[src/rtl/ntx_pkg.sv]
// Shared types and constants for the four-slot transmit ring block.
// No dependencies; used by ntx_ctrl, ntx_dp and the top level.
`timescale 1ns / 1ps
`default_nettype none

package ntx_pkg;

  localparam int NUM_SLOTS = 4;
  localparam int SLOT_W    = 2;
  localparam int LEN_IN_W  = 12;
  localparam int LEN_W     = 11;
  localparam int ISR_W     = 4;
  localparam int POS_W     = 16;
  localparam int OUTC_W    = 4;

  // input kind (travels on tuser)
  localparam logic CMD_TX_REQ = 1'b0;
  localparam logic CMD_IRQ    = 1'b1;

  // interrupt cause bits
  localparam logic [ISR_W-1:0] ISR_RX_OK  = 4'h1;
  localparam logic [ISR_W-1:0] ISR_RX_ERR = 4'h2;
  localparam logic [ISR_W-1:0] ISR_TX_OK  = 4'h4;
  localparam logic [ISR_W-1:0] ISR_NONE   = 4'h0;

  // result codes
  localparam logic [OUTC_W-1:0] OUT_QUEUED      = 4'd0;
  localparam logic [OUTC_W-1:0] OUT_TOO_LONG    = 4'd1;
  localparam logic [OUTC_W-1:0] OUT_FULL        = 4'd2;
  localparam logic [OUTC_W-1:0] OUT_RX_DELIVER  = 4'd3;
  localparam logic [OUTC_W-1:0] OUT_RX_RUNT     = 4'd4;
  localparam logic [OUTC_W-1:0] OUT_TX_DONE     = 4'd5;
  localparam logic [OUTC_W-1:0] OUT_TX_SPURIOUS = 4'd6;
  localparam logic [OUTC_W-1:0] OUT_RX_ERR      = 4'd7;
  localparam logic [OUTC_W-1:0] OUT_UNHANDLED   = 4'd8;

  // receive header bytes
  localparam logic [POS_W-1:0] RX_HDR_BYTES = 16'd4;

  // controller -> datapath commands
  typedef struct packed {
    logic load;    // capture the input beat
    logic commit;  // update state and result register
  } ntx_cmd_t;

  typedef struct packed {
    logic [OUTC_W-1:0] outcome;
    logic [SLOT_W-1:0] slot_taken;
    logic              start_valid;
    logic [SLOT_W-1:0] start_slot;
    logic [LEN_W-1:0]  start_length;
    logic [ISR_W-1:0]  ack_bits;
    logic [POS_W-1:0]  rx_offset;
    logic [POS_W-1:0]  rx_length;
  } ntx_result_t;

endpackage

`default_nettype wire

[src/rtl/ntx_ctrl.sv]
// Sequencing controller: accept one beat, execute it, hand result to output reg.
// Depends on ntx_pkg for the command struct.
`timescale 1ns / 1ps
`default_nettype none

module ntx_ctrl (
  input  wire logic          clk,
  input  wire logic          rst,
  input  wire logic          in_valid,
  output logic               in_ready,
  output logic               out_valid,
  input  wire logic          out_ready,
  output ntx_pkg::ntx_cmd_t  cmd
);

  typedef enum logic {
    ST_IDLE,
    ST_EXEC
  } state_t;

  state_t state;
  logic   out_free;

  assign in_ready   = (state == ST_IDLE);
  assign out_free   = !out_valid || out_ready;
  assign cmd.load   = in_valid && in_ready;
  assign cmd.commit = (state == ST_EXEC) && out_free;

  always_ff @(posedge clk) begin
    if (rst) begin
      state     <= ST_IDLE;
      out_valid <= 1'b0;
    end else begin
      unique case (state)
        ST_IDLE: begin
          if (out_valid && out_ready) begin
            out_valid <= 1'b0;
          end
          if (in_valid) begin
            state <= ST_EXEC;
          end
        end
        ST_EXEC: begin
          // wait here while the previous result is still unclaimed
          if (out_free) begin
            out_valid <= 1'b1;
            state     <= ST_IDLE;
          end
        end
        default: state <= ST_IDLE;
      endcase
    end
  end

endmodule

`default_nettype wire

[src/rtl/ntx_dp.sv]
// Datapath: slot ring state, free-slot search, rx offset math, result register.
// Depends on ntx_pkg for widths, codes and structs.
`timescale 1ns / 1ps
`default_nettype none

module ntx_dp #(
  parameter int SLOT_BYTES = 1024
) (
  input  wire logic                          clk,
  input  wire logic                          rst,
  input  wire ntx_pkg::ntx_cmd_t             cmd,
  input  wire logic                          in_command,
  input  wire logic [ntx_pkg::LEN_IN_W-1:0]  in_frame_length,
  input  wire logic [ntx_pkg::ISR_W-1:0]     in_interrupt_status,
  input  wire logic [ntx_pkg::POS_W-1:0]     in_rx_write_position,
  output ntx_pkg::ntx_result_t               result
);

  localparam logic [ntx_pkg::LEN_IN_W-1:0] SLOT_LIMIT = ntx_pkg::LEN_IN_W'(SLOT_BYTES);

  // captured input beat
  logic                          command;
  logic [ntx_pkg::LEN_IN_W-1:0]  frame_length;
  logic [ntx_pkg::ISR_W-1:0]     interrupt_status;
  logic [ntx_pkg::POS_W-1:0]     rx_write_position;

  // ring state
  logic [ntx_pkg::NUM_SLOTS-1:0] slot_in_use, slot_in_use_next;
  logic                          tx_in_flight, tx_in_flight_next;
  logic [ntx_pkg::SLOT_W-1:0]    next_to_send, next_to_send_next;
  logic [ntx_pkg::LEN_W-1:0]     slot_length [ntx_pkg::NUM_SLOTS];
  logic [ntx_pkg::POS_W-1:0]     last_rx_position, last_rx_position_next;
  logic                          len_write;
  ntx_pkg::ntx_result_t          result_next;

  // free-slot search
  logic [ntx_pkg::SLOT_W-1:0]    free_slot;
  logic                          free_found;
  logic [ntx_pkg::SLOT_W-1:0]    probe;
  logic [ntx_pkg::SLOT_W-1:0]    done_slot;
  logic [ntx_pkg::POS_W-1:0]     rx_size;

  always_comb begin
    free_found = 1'b0;
    free_slot  = next_to_send;
    probe      = next_to_send;
    for (int d = 0; d < ntx_pkg::NUM_SLOTS; d++) begin
      probe = next_to_send + ntx_pkg::SLOT_W'(d);
      if (!free_found && !slot_in_use[probe]) begin
        free_found = 1'b1;
        free_slot  = probe;
      end
    end
  end

  assign done_slot = next_to_send - ntx_pkg::SLOT_W'(1);
  assign rx_size   = (rx_write_position >= last_rx_position) ?
                     (rx_write_position - last_rx_position) : rx_write_position;

  always_comb begin
    result_next           = '0;
    slot_in_use_next      = slot_in_use;
    tx_in_flight_next     = tx_in_flight;
    next_to_send_next     = next_to_send;
    last_rx_position_next = last_rx_position;
    len_write             = 1'b0;

    if (command == ntx_pkg::CMD_TX_REQ) begin
      if (frame_length > SLOT_LIMIT) begin
        result_next.outcome = ntx_pkg::OUT_TOO_LONG;
      end else if (!free_found) begin
        result_next.outcome = ntx_pkg::OUT_FULL;
      end else begin
        result_next.outcome        = ntx_pkg::OUT_QUEUED;
        result_next.slot_taken     = free_slot;
        slot_in_use_next[free_slot] = 1'b1;
        len_write                  = 1'b1;
        if (free_slot == next_to_send && !tx_in_flight) begin
          result_next.start_valid  = 1'b1;
          result_next.start_slot   = next_to_send;
          result_next.start_length = frame_length[ntx_pkg::LEN_W-1:0];
          next_to_send_next        = next_to_send + ntx_pkg::SLOT_W'(1);
          tx_in_flight_next        = 1'b1;
        end
      end
    end else if ((interrupt_status & ntx_pkg::ISR_RX_OK) != ntx_pkg::ISR_NONE) begin
      result_next.ack_bits = ntx_pkg::ISR_RX_OK;
      if (rx_size >= ntx_pkg::RX_HDR_BYTES) begin
        result_next.outcome   = ntx_pkg::OUT_RX_DELIVER;
        result_next.rx_offset = last_rx_position + ntx_pkg::RX_HDR_BYTES;
        result_next.rx_length = rx_size - ntx_pkg::RX_HDR_BYTES;
      end else begin
        result_next.outcome = ntx_pkg::OUT_RX_RUNT;
      end
      last_rx_position_next = rx_write_position;
    end else if ((interrupt_status & ntx_pkg::ISR_TX_OK) != ntx_pkg::ISR_NONE) begin
      result_next.ack_bits = ntx_pkg::ISR_TX_OK;
      if (!tx_in_flight) begin
        result_next.outcome = ntx_pkg::OUT_TX_SPURIOUS;
      end else begin
        result_next.outcome         = ntx_pkg::OUT_TX_DONE;
        slot_in_use_next[done_slot] = 1'b0;
        tx_in_flight_next           = 1'b0;
        // done_slot never equals next_to_send, so the old bit is current
        if (slot_in_use[next_to_send]) begin
          result_next.start_valid  = 1'b1;
          result_next.start_slot   = next_to_send;
          result_next.start_length = slot_length[next_to_send];
          next_to_send_next        = next_to_send + ntx_pkg::SLOT_W'(1);
          tx_in_flight_next        = 1'b1;
        end
      end
    end else if ((interrupt_status & ntx_pkg::ISR_RX_ERR) != ntx_pkg::ISR_NONE) begin
      result_next.outcome  = ntx_pkg::OUT_RX_ERR;
      result_next.ack_bits = ntx_pkg::ISR_RX_ERR;
    end else begin
      result_next.outcome = ntx_pkg::OUT_UNHANDLED;
    end
  end

  // payload registers, no reset
  always_ff @(posedge clk) begin
    if (cmd.load) begin
      command           <= in_command;
      frame_length      <= in_frame_length;
      interrupt_status  <= in_interrupt_status;
      rx_write_position <= in_rx_write_position;
    end
    if (cmd.commit) begin
      result <= result_next;
      if (len_write) begin
        slot_length[free_slot] <= frame_length[ntx_pkg::LEN_W-1:0];
      end
    end
  end

  always_ff @(posedge clk) begin
    if (rst) begin
      slot_in_use      <= '0;
      tx_in_flight     <= 1'b0;
      next_to_send     <= '0;
      last_rx_position <= '0;
    end else if (cmd.commit) begin
      slot_in_use      <= slot_in_use_next;
      tx_in_flight     <= tx_in_flight_next;
      next_to_send     <= next_to_send_next;
      last_rx_position <= last_rx_position_next;
    end
  end

endmodule

`default_nettype wire

[src/rtl/nic_tx_slot_ring_and_irq_dispatch.sv]
// Top level of the four-slot transmit ring and interrupt dispatch block.
// Instantiates ntx_ctrl and ntx_dp; depends on ntx_pkg.
//
// Usage:
//   Input stream (s_axis_*): one beat per event. tuser carries the kind
//   (0 = transmit request, 1 = interrupt status). Every beat yields exactly
//   one result beat on the output stream (m_axis_*), in order; tuser there
//   carries the outcome code.
//   Sequence: a beat is captured in ST_IDLE when accepted, executed in
//   ST_EXEC once the result register is free, and its result shows on
//   m_axis_tvalid right after the edge that executes it. The accept/execute
//   sequence of the controller keeps one item in the datapath at a time.
//   The result register decouples the sides: a new beat is taken while a
//   result waits, but it holds in execute until the result is taken.
//   A stalled receiver therefore stalls input after one more beat.
//   Reset (rst, synchronous): all slots free, nothing in flight, next slot
//   and rx position at zero, no result pending. Slot lengths are not
//   cleared; a slot's length is only read after it was written.
`timescale 1ns / 1ps
`default_nettype none

module nic_tx_slot_ring_and_irq_dispatch #(
  parameter int SLOT_BYTES = 1024
) (
  input  wire logic        clk,
  input  wire logic        rst,
  input  wire logic        s_axis_tvalid,
  output logic             s_axis_tready,
  // [11:0] frame_length, [15:12] interrupt_status, [31:16] rx_write_position
  input  wire logic [31:0] s_axis_tdata,
  // [0] command
  input  wire logic [0:0]  s_axis_tuser,
  output logic             m_axis_tvalid,
  input  wire logic        m_axis_tready,
  // [1:0] slot_taken, [2] start_valid, [4:3] start_slot, [15:5] start_length,
  // [19:16] ack_bits, [35:20] rx_offset, [51:36] rx_length, [55:52] zero
  output logic [55:0]      m_axis_tdata,
  // [3:0] outcome
  output logic [3:0]       m_axis_tuser
);

  ntx_pkg::ntx_cmd_t    cmd;
  ntx_pkg::ntx_result_t result;

  ntx_ctrl u_ctrl (
    .clk       (clk),
    .rst       (rst),
    .in_valid  (s_axis_tvalid),
    .in_ready  (s_axis_tready),
    .out_valid (m_axis_tvalid),
    .out_ready (m_axis_tready),
    .cmd       (cmd)
  );

  ntx_dp #(
    .SLOT_BYTES (SLOT_BYTES)
  ) u_dp (
    .clk                  (clk),
    .rst                  (rst),
    .cmd                  (cmd),
    .in_command           (s_axis_tuser[0]),
    .in_frame_length      (s_axis_tdata[11:0]),
    .in_interrupt_status  (s_axis_tdata[15:12]),
    .in_rx_write_position (s_axis_tdata[31:16]),
    .result               (result)
  );

  // pack result fields, highest field first (slot_taken in the low bits)
  assign m_axis_tuser = result.outcome;
  assign m_axis_tdata = {4'b0000,
                         result.rx_length,
                         result.rx_offset,
                         result.ack_bits,
                         result.start_length,
                         result.start_slot,
                         result.start_valid,
                         result.slot_taken};

endmodule

`default_nettype wire

[config.mk]
export PLATFORM = sky130hd
export DESIGN_NAME = nic_tx_slot_ring_and_irq_dispatch
export DESIGN_NICKNAME = d
export VERILOG_FILES = /design/src/rtl/ntx_pkg.sv /design/src/rtl/ntx_ctrl.sv /design/src/rtl/ntx_dp.sv /design/src/rtl/nic_tx_slot_ring_and_irq_dispatch.sv
export SDC_FILE = /design/constraint.sdc
export NUM_CORES = 1
export LEC_CHECK = 0
export BUFFER_PORTS_ARGS = -buffer_cell sky130_fd_sc_hd__buf_2
export CORE_ASPECT_RATIO = 0.9
export CORE_MARGIN = 10
export CORE_UTILIZATION = 59
export DETAILED_ROUTE_END_ITERATION = 8
export PLACE_DENSITY = 0.92
export SLEW_MARGIN = 20
export SYNTH_ARGS = -nofsm -noshare
export SYNTH_HDL_FRONTEND = slang
export SYNTH_HIERARCHICAL = 1
export SYNTH_SLANG_ARGS = --single-unit
[constraint.sdc]
create_clock -name clk -period 4.95 [get_ports clk]
set_clock_uncertainty 0.1 [all_clocks]
set_input_delay 0 -clock clk [delete_from_list [all_inputs] [get_ports clk]]
set_output_delay 0 -clock clk [all_outputs]
set_load 0.02 [all_outputs]
# Word-level counts from Yosys, hierarchy flattened
# Memories as Yosys holds them, arrays and structs flattened. A register that Yosys moved wholly into a read port is not among the register bits.
# Index checks and enable logic that the tools add are counted.
[totals]
ramBits = 44
latchBits = 0
regBits = 113
wordCells = 156
memories = 1
output_inout_bits = 62
rom_bits = 0
[memory_table]
columns = ["memory", "depth", "word_bits", "read_ports", "rd_ports_with_merged_regs", "write_ports", "line_no", "source"]
rows = [
  ["u_dp.slot_length", 4, 11, 1, 1, 1, "ntx_dp.sv:31", "logic [ntx_pkg::LEN_W-1:0] slot_length [ntx_pkg::NUM_SLOTS];"],
]
[classes]
n_shift = 0
bitwise = 6
reduce_logical = 28
div = 0
multipliers = 0
muxes = 75
n_eq_ne = 8
add_sub_neg = 7
n_lt_le_gt_ge = 11
[ops]
columns = ["op", "count"]
rows = [
  ["two-way mux 14 bit", 8],
  ["two-way mux 4 bit", 10],
  ["two-way mux 2 bit", 17],
  ["two-way mux 1 bit", 29],
  ["< comparator 2 x 3 -> 1 bit (second input constant)", 6],
  ["adder 16 x 3 -> 16 bit (second input constant)", 1],
  ["greater-or-equal comparator 16 bit", 1],
  ["greater-or-equal comparator 16 x 3 -> 1 bit (second input constant)", 1],
  ["two-way mux 16 bit", 1],
  ["subtractor 16 bit", 1],
  ["subtractor 16 x 3 -> 16 bit (second input constant)", 1],
  ["> comparator 12 x 11 -> 1 bit (second input constant)", 1],
  ["!= test 2 bit (second input constant)", 6],
  ["AND reduction 6 bit", 2],
  ["logical AND 1 bit", 9],
  ["binary-select mux 1 bit (select 2 bit)", 4],
  ["AND reduction 8 bit", 1],
  ["zero test 1 bit", 7],
  ["two-way mux 3 bit", 2],
  ["AND reduction 3 bit", 2],
  ["OR reduction 3 bit", 2],
  ["adder 2 bit (second input constant)", 2],
  ["AND 4 bit", 1],
  ["demux 1 bit (select 2 bit)", 2],
  ["13 further kinds", 18],
]

# Logic depth before layout (Yosys ltp)
# Gate-level depths: netlist of the first run.
[depth]
ltp_word = 20
mapped_depth = 19

# By module
# Netlist of the first run, hierarchy kept.
[modules_own_cells]
columns = ["module", "n_inst", "area_each_um2", "cells_per_inst"]
rows = [
  ["ntx_dp", 1, 7963.9, 692],
  ["ntx_ctrl", 1, 87.6, 9],
  ["nic_tx_slot_ring_and_irq_dispatch", 1, 33.8, 5],
]

# Least setup slack after synthesis of the first run
# No wires, ideal clock.
[synth_timing]
path_type = "register to register"
from = "reg u_dp/rx_write_position[0] (netlist bit)"
to = "reg, netlist name u_dp/result[16]"
n_path_buf = 3
setup_slack_ns = 0.752
path_stages_with_launch = 20
t_arrival_ns = 3.843
period_less_slack_ns = 4.198
cell_sequence = "edfxtp_1 -> inv_1 -> ha_1 -> fa_1 -> nand2b_1 -> a21oi_2 -> o211ai_2 -> nand3_1 -> buf_4 -> buf_2 -> buf_2 -> o21ai_0 -> o21ai_0 -> ha_1 -> nand2_1 -> nor4_1 -> a41oi_2 -> a211oi_4 -> nand4_1 -> and3_1"
[synth_via]
elab_chain_len = 4
elab_cells_between_ends = 5
[synth_rtl]
columns = ["item", "line_no", "source"]
rows = [
  ["start: declaration", "ntx_dp.sv:25", "logic [ntx_pkg::POS_W-1:0] rx_write_position;"],
  ["start signal: assignment", "ntx_dp.sv:127", "rx_write_position <= in_rx_write_position;"],
  ["subtractor 16 bit / greater-or-equal comparator 16 bit (equally long branches)", "ntx_dp.sv:58, ntx_dp.sv:57", ""],
  ["two-way mux 16 bit (*)", "ntx_dp.sv:57", "assign rx_size = (rx_write_position >= last_rx_position) ?"],
  ["greater-or-equal comparator 16 x 3 -> 1 bit (*)", "ntx_dp.sv:88", "if (rx_size >= ntx_pkg::RX_HDR_BYTES) begin"],
  ["AND reduction 3 bit (no line) (*)", "n/a", ""],
]
# Mark *: on every way between the ends. The rest lies on a longest branch, timed or not.
# A chain may end at the register's enable or synchronous reset.

# Worst setup path in the final report of the first run
[layout_timing]
from = "reg u_dp/last_rx_position[9] (netlist bit)"
to = "reg, netlist name u_dp/result[19]"
[layout_via]
elab_chain_len = 4
elab_cells_between_ends = 5
[layout_rtl]
columns = ["item", "line_no", "source"]
rows = [
  ["start: declaration", "ntx_dp.sv:32", "logic [ntx_pkg::POS_W-1:0] last_rx_position, last_rx_position_next;"],
  ["start signal: assignment", "ntx_dp.sv:147", "last_rx_position <= last_rx_position_next;"],
  ["subtractor 16 bit / greater-or-equal comparator 16 bit (equally long branches)", "ntx_dp.sv:58, ntx_dp.sv:57", ""],
  ["two-way mux 16 bit (*)", "ntx_dp.sv:57", ""],
  ["greater-or-equal comparator 16 x 3 -> 1 bit (*)", "ntx_dp.sv:88", ""],
  ["AND reduction 3 bit (no line) (*)", "n/a", ""],
]
# Marks and branches as above.

==> impl_metrics.csv, run 1 <==
group,metric,value,unit
run_status,status,"finished clean",
setup_path,worst_setup_path_startpoint,"u_dp/last_rx_position[9]",
finish,design_area,9520,um2
route,viasPerCell,6.22,
sta,setup_viol,0,
min_path,min-delay-path-class,"in2reg",
setup_path,timing_worst_setup_path_type,"reg2reg",
setup_path,r2r-start,"u_dp/last_rx_position[9]",
grt,grt_start_max_net_pins,42,
synth,mappedNetlistArea,8090,um2
setup_path,crit_chain,"inv_1 > ha_1 > a21oi_1 > o21a_1 > or3_1 > nand3_1 > o21ai_0 > o21ai_0 > ha_1 > nand2_1 > nor4_1 > a41oi_2 > a211oi_4 > nand4_1 > and3_1",
grt,grt-ovfl-total,0,
pwr,power.share.sequential,48.5,%
clock_tree,insertion_delay,0.43,ns
synth,synth-main-ff-cell,"sky130_fd_sc_hd__edfxtp_1",
floorplan,core.rowCount,40,
route,drcViolationCount,0,
placed_design,placement.cell_area,8610,um2
clock_tree,cts-root-buf,"sky130_fd_sc_hd__clkbuf_16",
sta,post-route-min-period,4.63,ns
pwr,p_leak,3.48,nW
floorplan,ioPinCount,99,
pwr,power,3.15,mW
pwr,switchingPower,0.856,mW
clock_tree,cts-buffers-inserted,17,
placed_design,dp.final_hpwl,13400,um
route,num_vias,6256,
grt,grt_pass1_vias,5991,
setup_path,cp_num_cells,15,
setup_path,cp.required,5.03,ns
sta,rsz0062_at_grt,"false",
setup_path,rrSetupSlack,0.32,ns
sta,hold_violations,0,
setup_path,cp.arrival,4.72,ns
floorplan,die_height,131,um
clock_tree,tritoncts,"built",
pwr,comb_power_share,12.4,%
pwr,p_per_area,331,nW/um2
grt,grt_util_all_layers,21.6,%
clock_tree,clock-sinks,158,
synth,synth_warnings,6,
synth,post_synth_num_cell_types,83,
min_path,min_delay_path_depth,2,
clock_tree,clk_transition_reported_paths,0.07,ns
clock_tree,cts_htree_levels,4,
floorplan,core-area,13400,um2
route,drt-wirelength-per-cell,20.1,um
synth,ys_ff_latch,158,
synth,post_syn_instances,706,
placed_design,gp_congestion,0.966,
setup_path,crit_path_max_fanout,9,
sta,setup_tns,0,ns
floorplan,die_w,143,um
finish,finalNetCount,884,
setup_path,endpoint,"u_dp/result[19]",
floorplan,die-area,18800,um2
pwr,power_switching_share,27.2,%
clock_tree,maximum_root_to_sink_buffer_count,2,
run,maxCapViolations,0,
pwr,internal_power_contribution,2.30,mW
route,initialDrtViolationCount,858,
synth,ys_seq_area_share,55.3,%
finish,final_core_util,71.2,%
setup_path,critical_path.top_delay_family,"simple AND/OR/NAND/NOR gates",
synth,synth_async_sr_flop_share,0,%
finish,area_delta_synth_final,17.7,%
sta,maxSlewHeadroom,35.6,%
grt,grt_first_pass_wirelength,31600,um
pwr,power_frac_clock,39.1,%
setup_path,worst_r2r_path_depth,15,
route,first_pass_iters,8,
finish,layout.cells.most_common,"sky130_fd_sc_hd__edfxtp_1",
route,post_route_wl,20200,um
grt,number_of_antenna_violations_at_the_first_check_in_global_routing,0,
route,antenna_violating_nets_post_route,0,
sta,period_share,93.6,%
setup_path,crit_path_start_kind,"flip-flop",
sta,clock.fmax,0.216,GHz
setup_path,critical_path.max_stage_delay,0.49,ns
min_path,worst_hold_startpoint,"s_axis_tdata[18]",
setup_path,timing.critical_path.buf_inv,1,
setup_path,critical-path-slowest-cell,"sky130_fd_sc_hd__ha_1",
synth,synth_enable_flop_cells,131,
finish,layout-drive-gt1-share,21.8,%
placed_design,io_buffers,92,
floorplan,initial_core_util,60.5,%
sta,timing_worst_slew_pin_value,0.965,ns
setup_path,critical_path_capture_point_type,"flip-flop",
synth,synthesis.area_per_instance,11.5,um2
pwr,vdd_drop_max,0.321,mV
setup_path,critical_path.reg2reg.endpoint,"u_dp/result[19]",
sta,slew_violations,0,
finish,mostFrequentLayoutCells,"sky130_fd_sc_hd__edfxtp_1, sky130_fd_sc_hd__buf_2, sky130_fd_sc_hd__nand2_1, sky130_fd_sc_hd__nor2_1, sky130_fd_sc_hd__inv_1",
[per-stage QoR]
step	hold slack [ns]	setup WS, ns	std cells
after global placement	0.0762	0.636	937
after detailed placement	0.0781	0.499	937
final	0.167	0.315	1005
after CTS	0.154	0.427	1004
after floorplan	-0.0309	0.752	709
after global routing	0.169	0.0996	1004
[worst reg2reg max path: stages, from the launching register on]
cell and delay [ns]:
sky130_fd_sc_hd__dfxtp_1 0.48, sky130_fd_sc_hd__inv_1 0.11, sky130_fd_sc_hd__ha_1 0.49, sky130_fd_sc_hd__a21oi_1 0.14, sky130_fd_sc_hd__o21a_1 0.23, sky130_fd_sc_hd__or3_1 0.40
sky130_fd_sc_hd__nand3_1 0.32, sky130_fd_sc_hd__o21ai_0 0.15, sky130_fd_sc_hd__o21ai_0 0.14, sky130_fd_sc_hd__ha_1 0.35, sky130_fd_sc_hd__nand2_1 0.09, sky130_fd_sc_hd__nor4_1 0.26
sky130_fd_sc_hd__a41oi_2 0.14, sky130_fd_sc_hd__a211oi_4 0.38, sky130_fd_sc_hd__nand4_1 0.32, sky130_fd_sc_hd__and3_1 0.30
[layout make-up]
type | count | area, um2
diodes | 1 | 2.50
clock inverters | 14 | 129
clock buffers | 18 | 429
well taps | 168 | 210
flip-flops and latches | 158 | 4470
repair buffers | 132 | 848
multi-input cells | 468 | 3250
inverters | 46 | 173
fillers | 853 | 3840
[power groups by stage]
stage	Clock, mW	Sequential, mW	Combinational [mW]
after floorplan	0	1.57	0.241
after global placement	0	1.55	0.348
after detailed placement	0	1.56	0.357
after CTS	1.25	1.53	0.384
after global routing	1.30	1.53	0.422
final	1.23	1.53	0.392
[what timing repair did]
item,CTS,global route
hold buffers,35,0
hold endpoints to repair,56,0
gates resized for setup,0,0
setup endpoints to repair,0,0
buffers inserted,0,0
[flip-flops by register name, indices dropped and copies added, names as in the netlist, named ones only]
name                    flops
u_dp/result                55
u_dp/slot_length           44
u_dp/last_rx_position      16
u_dp/rx_write_position     16
u_dp/frame_length          12
u_dp/slot_in_use            4
u_dp/interrupt_status       3
u_dp/next_to_send           2
u_ctrl/out_valid            1
u_ctrl/state                1
u_dp/command                1
u_dp/tx_in_flight           1
[synthesized netlist by cell type, drive strengths merged, types with 3 or more instances]
master	number	area share, %
nor2b	7	0.54
a22oi	4	0.43
nand2	72	3.4
a21boi	3	0.33
buf	21	1.8
o21a	4	0.37
nor3	12	1.0
and4	3	0.33
inv	45	2.1
o211ai	8	0.87
nand3	29	1.8
ha	23	3.6
o21ai	35	2.3
a21o	5	0.46
nor4	9	0.70
xor2	11	1.2
and3	9	0.70
dfxtp	27	6.7
nand4	10	0.77
mux4	13	3.6
mux2i	6	0.74
a21oi	48	3.2
xnor2	19	2.1
a211oi	11	1.4
and2	5	0.40
nor2	54	2.5
edfxtp	131	49
or3	5	0.39
o31ai	8	0.91
a31o	5	0.54
or4	4	0.46
clkbuf	16	0.74
nand2b	6	0.46
[how the worst min path moves through the flow]
stage / end / slack, ns
after floorplan: u_ctrl/out_valid / -0.03
after global routing: u_dp/frame_length[9] / 0.17
after global placement: u_dp/frame_length[4] / 0.08
after CTS: u_dp/rx_write_position[14] / 0.15
final: u_dp/rx_write_position[2] / 0.17
after detailed placement: u_dp/rx_write_position[15] / 0.08
[layer usage]
metal	wire (um)	global-route usage (%)	up-vias
met5	0	0	-
met4	479	8.46	0
met3	2030	6.16	53
met2	9430	33.8	388
met1	8300	28.0	2976
li1	-	-	2839
[kinds of logic (layout without fill, tap and decap cells)]
family	after synthesis	in the layout	synth area share, %
compound gates	154	154	13.8
mux	21	21	4.64
other cells	2	6	0.0929
fa+ha+maj	24	24	3.81
buf+inv	83	210	4.66
xor+xnor	30	30	3.25
simple gates	234	234	14.4
flops	158	158	55.3
Power figures use the tool's default switching activity.
==> run 2: changes to the inputs <==
--- a/config.mk
+++ b/config.mk
@@ -7,7 +7,7 @@
 export LEC_CHECK = 0
 export BUFFER_PORTS_ARGS = -buffer_cell sky130_fd_sc_hd__buf_2
 export CORE_ASPECT_RATIO = 0.9
-export CORE_MARGIN = 10
+export CORE_MARGIN = 2
 export CORE_UTILIZATION = 59
 export DETAILED_ROUTE_END_ITERATION = 8
 export PLACE_DENSITY = 0.92
==> impl_metrics.csv, run 2 (same netlist as run 1, synthesis figures left out) <==
group,metric,value,unit
run_status,status,"finished clean",
sta,timing_worst_slew_pin_value,0.910,ns
setup_path,worst_setup_path_startpoint,"u_dp/rx_write_position[0]",
finish,layout-drive-gt1-share,21.9,%
clock_tree,tritoncts,"built",
finish,finalNetCount,885,
placed_design,dp.final_hpwl,12600,um
finish,layout.cells.most_common,"sky130_fd_sc_hd__edfxtp_1",
sta,whs,0.177,ns
sta,post-route-min-period,4.54,ns
pwr,power_frac_clock,38.9,%
setup_path,rrSetupSlack,0.41,ns
finish,top_regs,"u_dp/result x55, u_dp/slot_length x44",
setup_path,timing_worst_setup_path_type,"reg2reg",
route,initialDrtViolationCount,812,
route,viasPerCell,6.19,
sta,rsz0062_at_grt,"false",
route,antenna_violating_nets_post_route,0,
sta,maxSlewHeadroom,39.0,%
sta,hold_violations,0,
setup_path,crit_path_max_fanout,9,
setup_path,cp.arrival,4.62,ns
pwr,p_per_area,330,nW/um2
route,drt-wirelength-per-cell,19.2,um
floorplan,die_height,115,um
grt,grt_first_pass_wirelength,30900,um
finish,layout.filler_cells,826,
floorplan,ioPinCount,99,
sta,setup_viol,0,
finish,number_of_flip_flops_in_the_largest_register,55,
route,num_vias,6217,
finish,final_core_util,71.3,%
clock_tree,clk_transition_reported_paths,0.07,ns
pwr,switchingPower,0.847,mW
floorplan,core-area,13400,um2
floorplan,die-area,14700,um2
clock_tree,maximum_root_to_sink_buffer_count,2,
clock_tree,post_cts_resize_count,0,
clock_tree,clock-sinks,158,
grt,number_of_antenna_violations_at_the_first_check_in_global_routing,0,
pwr,p_leak,3.49,nW
sta,slew_violations,0,
pwr,power.share.sequential,48.7,%
pwr,power_switching_share,27.0,%
grt,grt_pass1_vias,6105,
sta,setup_tns,0,ns
setup_path,r2r-start,"u_dp/rx_write_position[0]",
grt,grt_start_max_net_pins,35,
setup_path,cp.required,5.04,ns
clock_tree,cts_htree_levels,4,
clock_tree,postCtsSetupRepairBufs,0,
finish,n_antenna_cell,0,
floorplan,initial_core_util,60.5,%
placed_design,gp_congestion,0.940,
floorplan,core.rowCount,40,
run,maxCapViolations,0,
pwr,internal_power_contribution,2.29,mW
route,first_pass_iters,5,
clock_tree,cts-buffers-inserted,17,
floorplan,die_w,127,um
setup_path,critical_path_capture_point_type,"flip-flop",
placed_design,placement.cell_area,8620,um2
route,post_route_wl,19300,um
sta,period_share,91.6,%
clock_tree,ctsHoldBuffers,36,
pwr,comb_power_share,12.4,%
route,drcViolationCount,0,
clock_tree,cts-root-buf,"sky130_fd_sc_hd__clkbuf_16",
min_path,worst_hold_startpoint,"s_axis_tdata[8]",
clock_tree,insertion_delay,0.43,ns
grt,grt-ovfl-total,0,
finish,design_area,9530,um2
finish,area_delta_synth_final,17.9,%
placed_design,io_buffers,92,
min_path,min-delay-path-class,"in2reg",
setup_path,crit_path_start_kind,"flip-flop",
finish,mostFrequentLayoutCells,"sky130_fd_sc_hd__edfxtp_1, sky130_fd_sc_hd__buf_2, sky130_fd_sc_hd__nand2_1, sky130_fd_sc_hd__nor2_1, sky130_fd_sc_hd__inv_1",
sta,clock.fmax,0.220,GHz
finish,registers.top_by_ff_count,"u_dp/result",
pwr,power,3.14,mW
grt,grt_util_all_layers,27.4,%
pwr,vdd_drop_max,0.287,mV
run 2: critical path, stage by stage (launching register included):
cell	delay [ns]
sky130_fd_sc_hd__edfxtp_1	0.41
sky130_fd_sc_hd__inv_1	0.06
sky130_fd_sc_hd__ha_1	0.22
sky130_fd_sc_hd__fa_1	0.45
sky130_fd_sc_hd__nand2b_1	0.21
sky130_fd_sc_hd__a21oi_2	0.33
sky130_fd_sc_hd__o211ai_2	0.16
sky130_fd_sc_hd__nand3_1	0.36
sky130_fd_sc_hd__o21ai_0	0.16
sky130_fd_sc_hd__o21ai_0	0.15
sky130_fd_sc_hd__ha_1	0.25
sky130_fd_sc_hd__nand2_1	0.07
sky130_fd_sc_hd__nor4_1	0.25
sky130_fd_sc_hd__a41oi_2	0.14
sky130_fd_sc_hd__a211oi_4	0.38
sky130_fd_sc_hd__nand4_1	0.30
sky130_fd_sc_hd__and3_1	0.29
run 2: power by group through the flow:
stage                     Combinational [mW]  Clock [mW]  Sequential [mW]
after floorplan                        0.241           0             1.57
after global placement                 0.345           0             1.55
after detailed placement               0.356           0             1.55
after CTS                              0.381        1.23             1.53
after global routing                   0.421        1.29             1.53
final                                  0.389        1.22             1.53
run 2: path summary, 6_finish.rpt:
path / to / cells after the start
min reg2reg: u_dp/last_rx_position[12] / 2
max reg2reg: u_dp/result[16] / 16
min: u_dp/frame_length[8] / 2
max: u_dp/result[16] / 16
run 2: final cells by class:
cell class              count  area (um2)  area share, %
flip-flops and latches    158        4470           47.0
clock buffers              17         425           4.46
well taps                 168         210           2.21
multi-input cells         468        3250           34.2
inverters                  46         173           1.81
repair buffers            133         871           9.14
clock inverters            14         121           1.27
run 2: routing by layer:
layer / routed length [um] / share of wire, % / global-route usage, %
met1: 8040 / 42 / 36.4
met2: 9170 / 47 / 44.3
met3: 1520 / 7.8 / 5.68
met4: 593 / 3.1 / 11.8
met5: 0 / 0 / 0
run 2: stage by stage:
| step | instances | setup slack [ns] |
|---|---|---|
| after floorplan | 709 | 0.752 |
| final | 1004 | 0.414 |
| after CTS | 1004 | 0.505 |
| after global routing | 1004 | 0.243 |
| after detailed placement | 937 | 0.563 |
| after global placement | 937 | 0.673 |
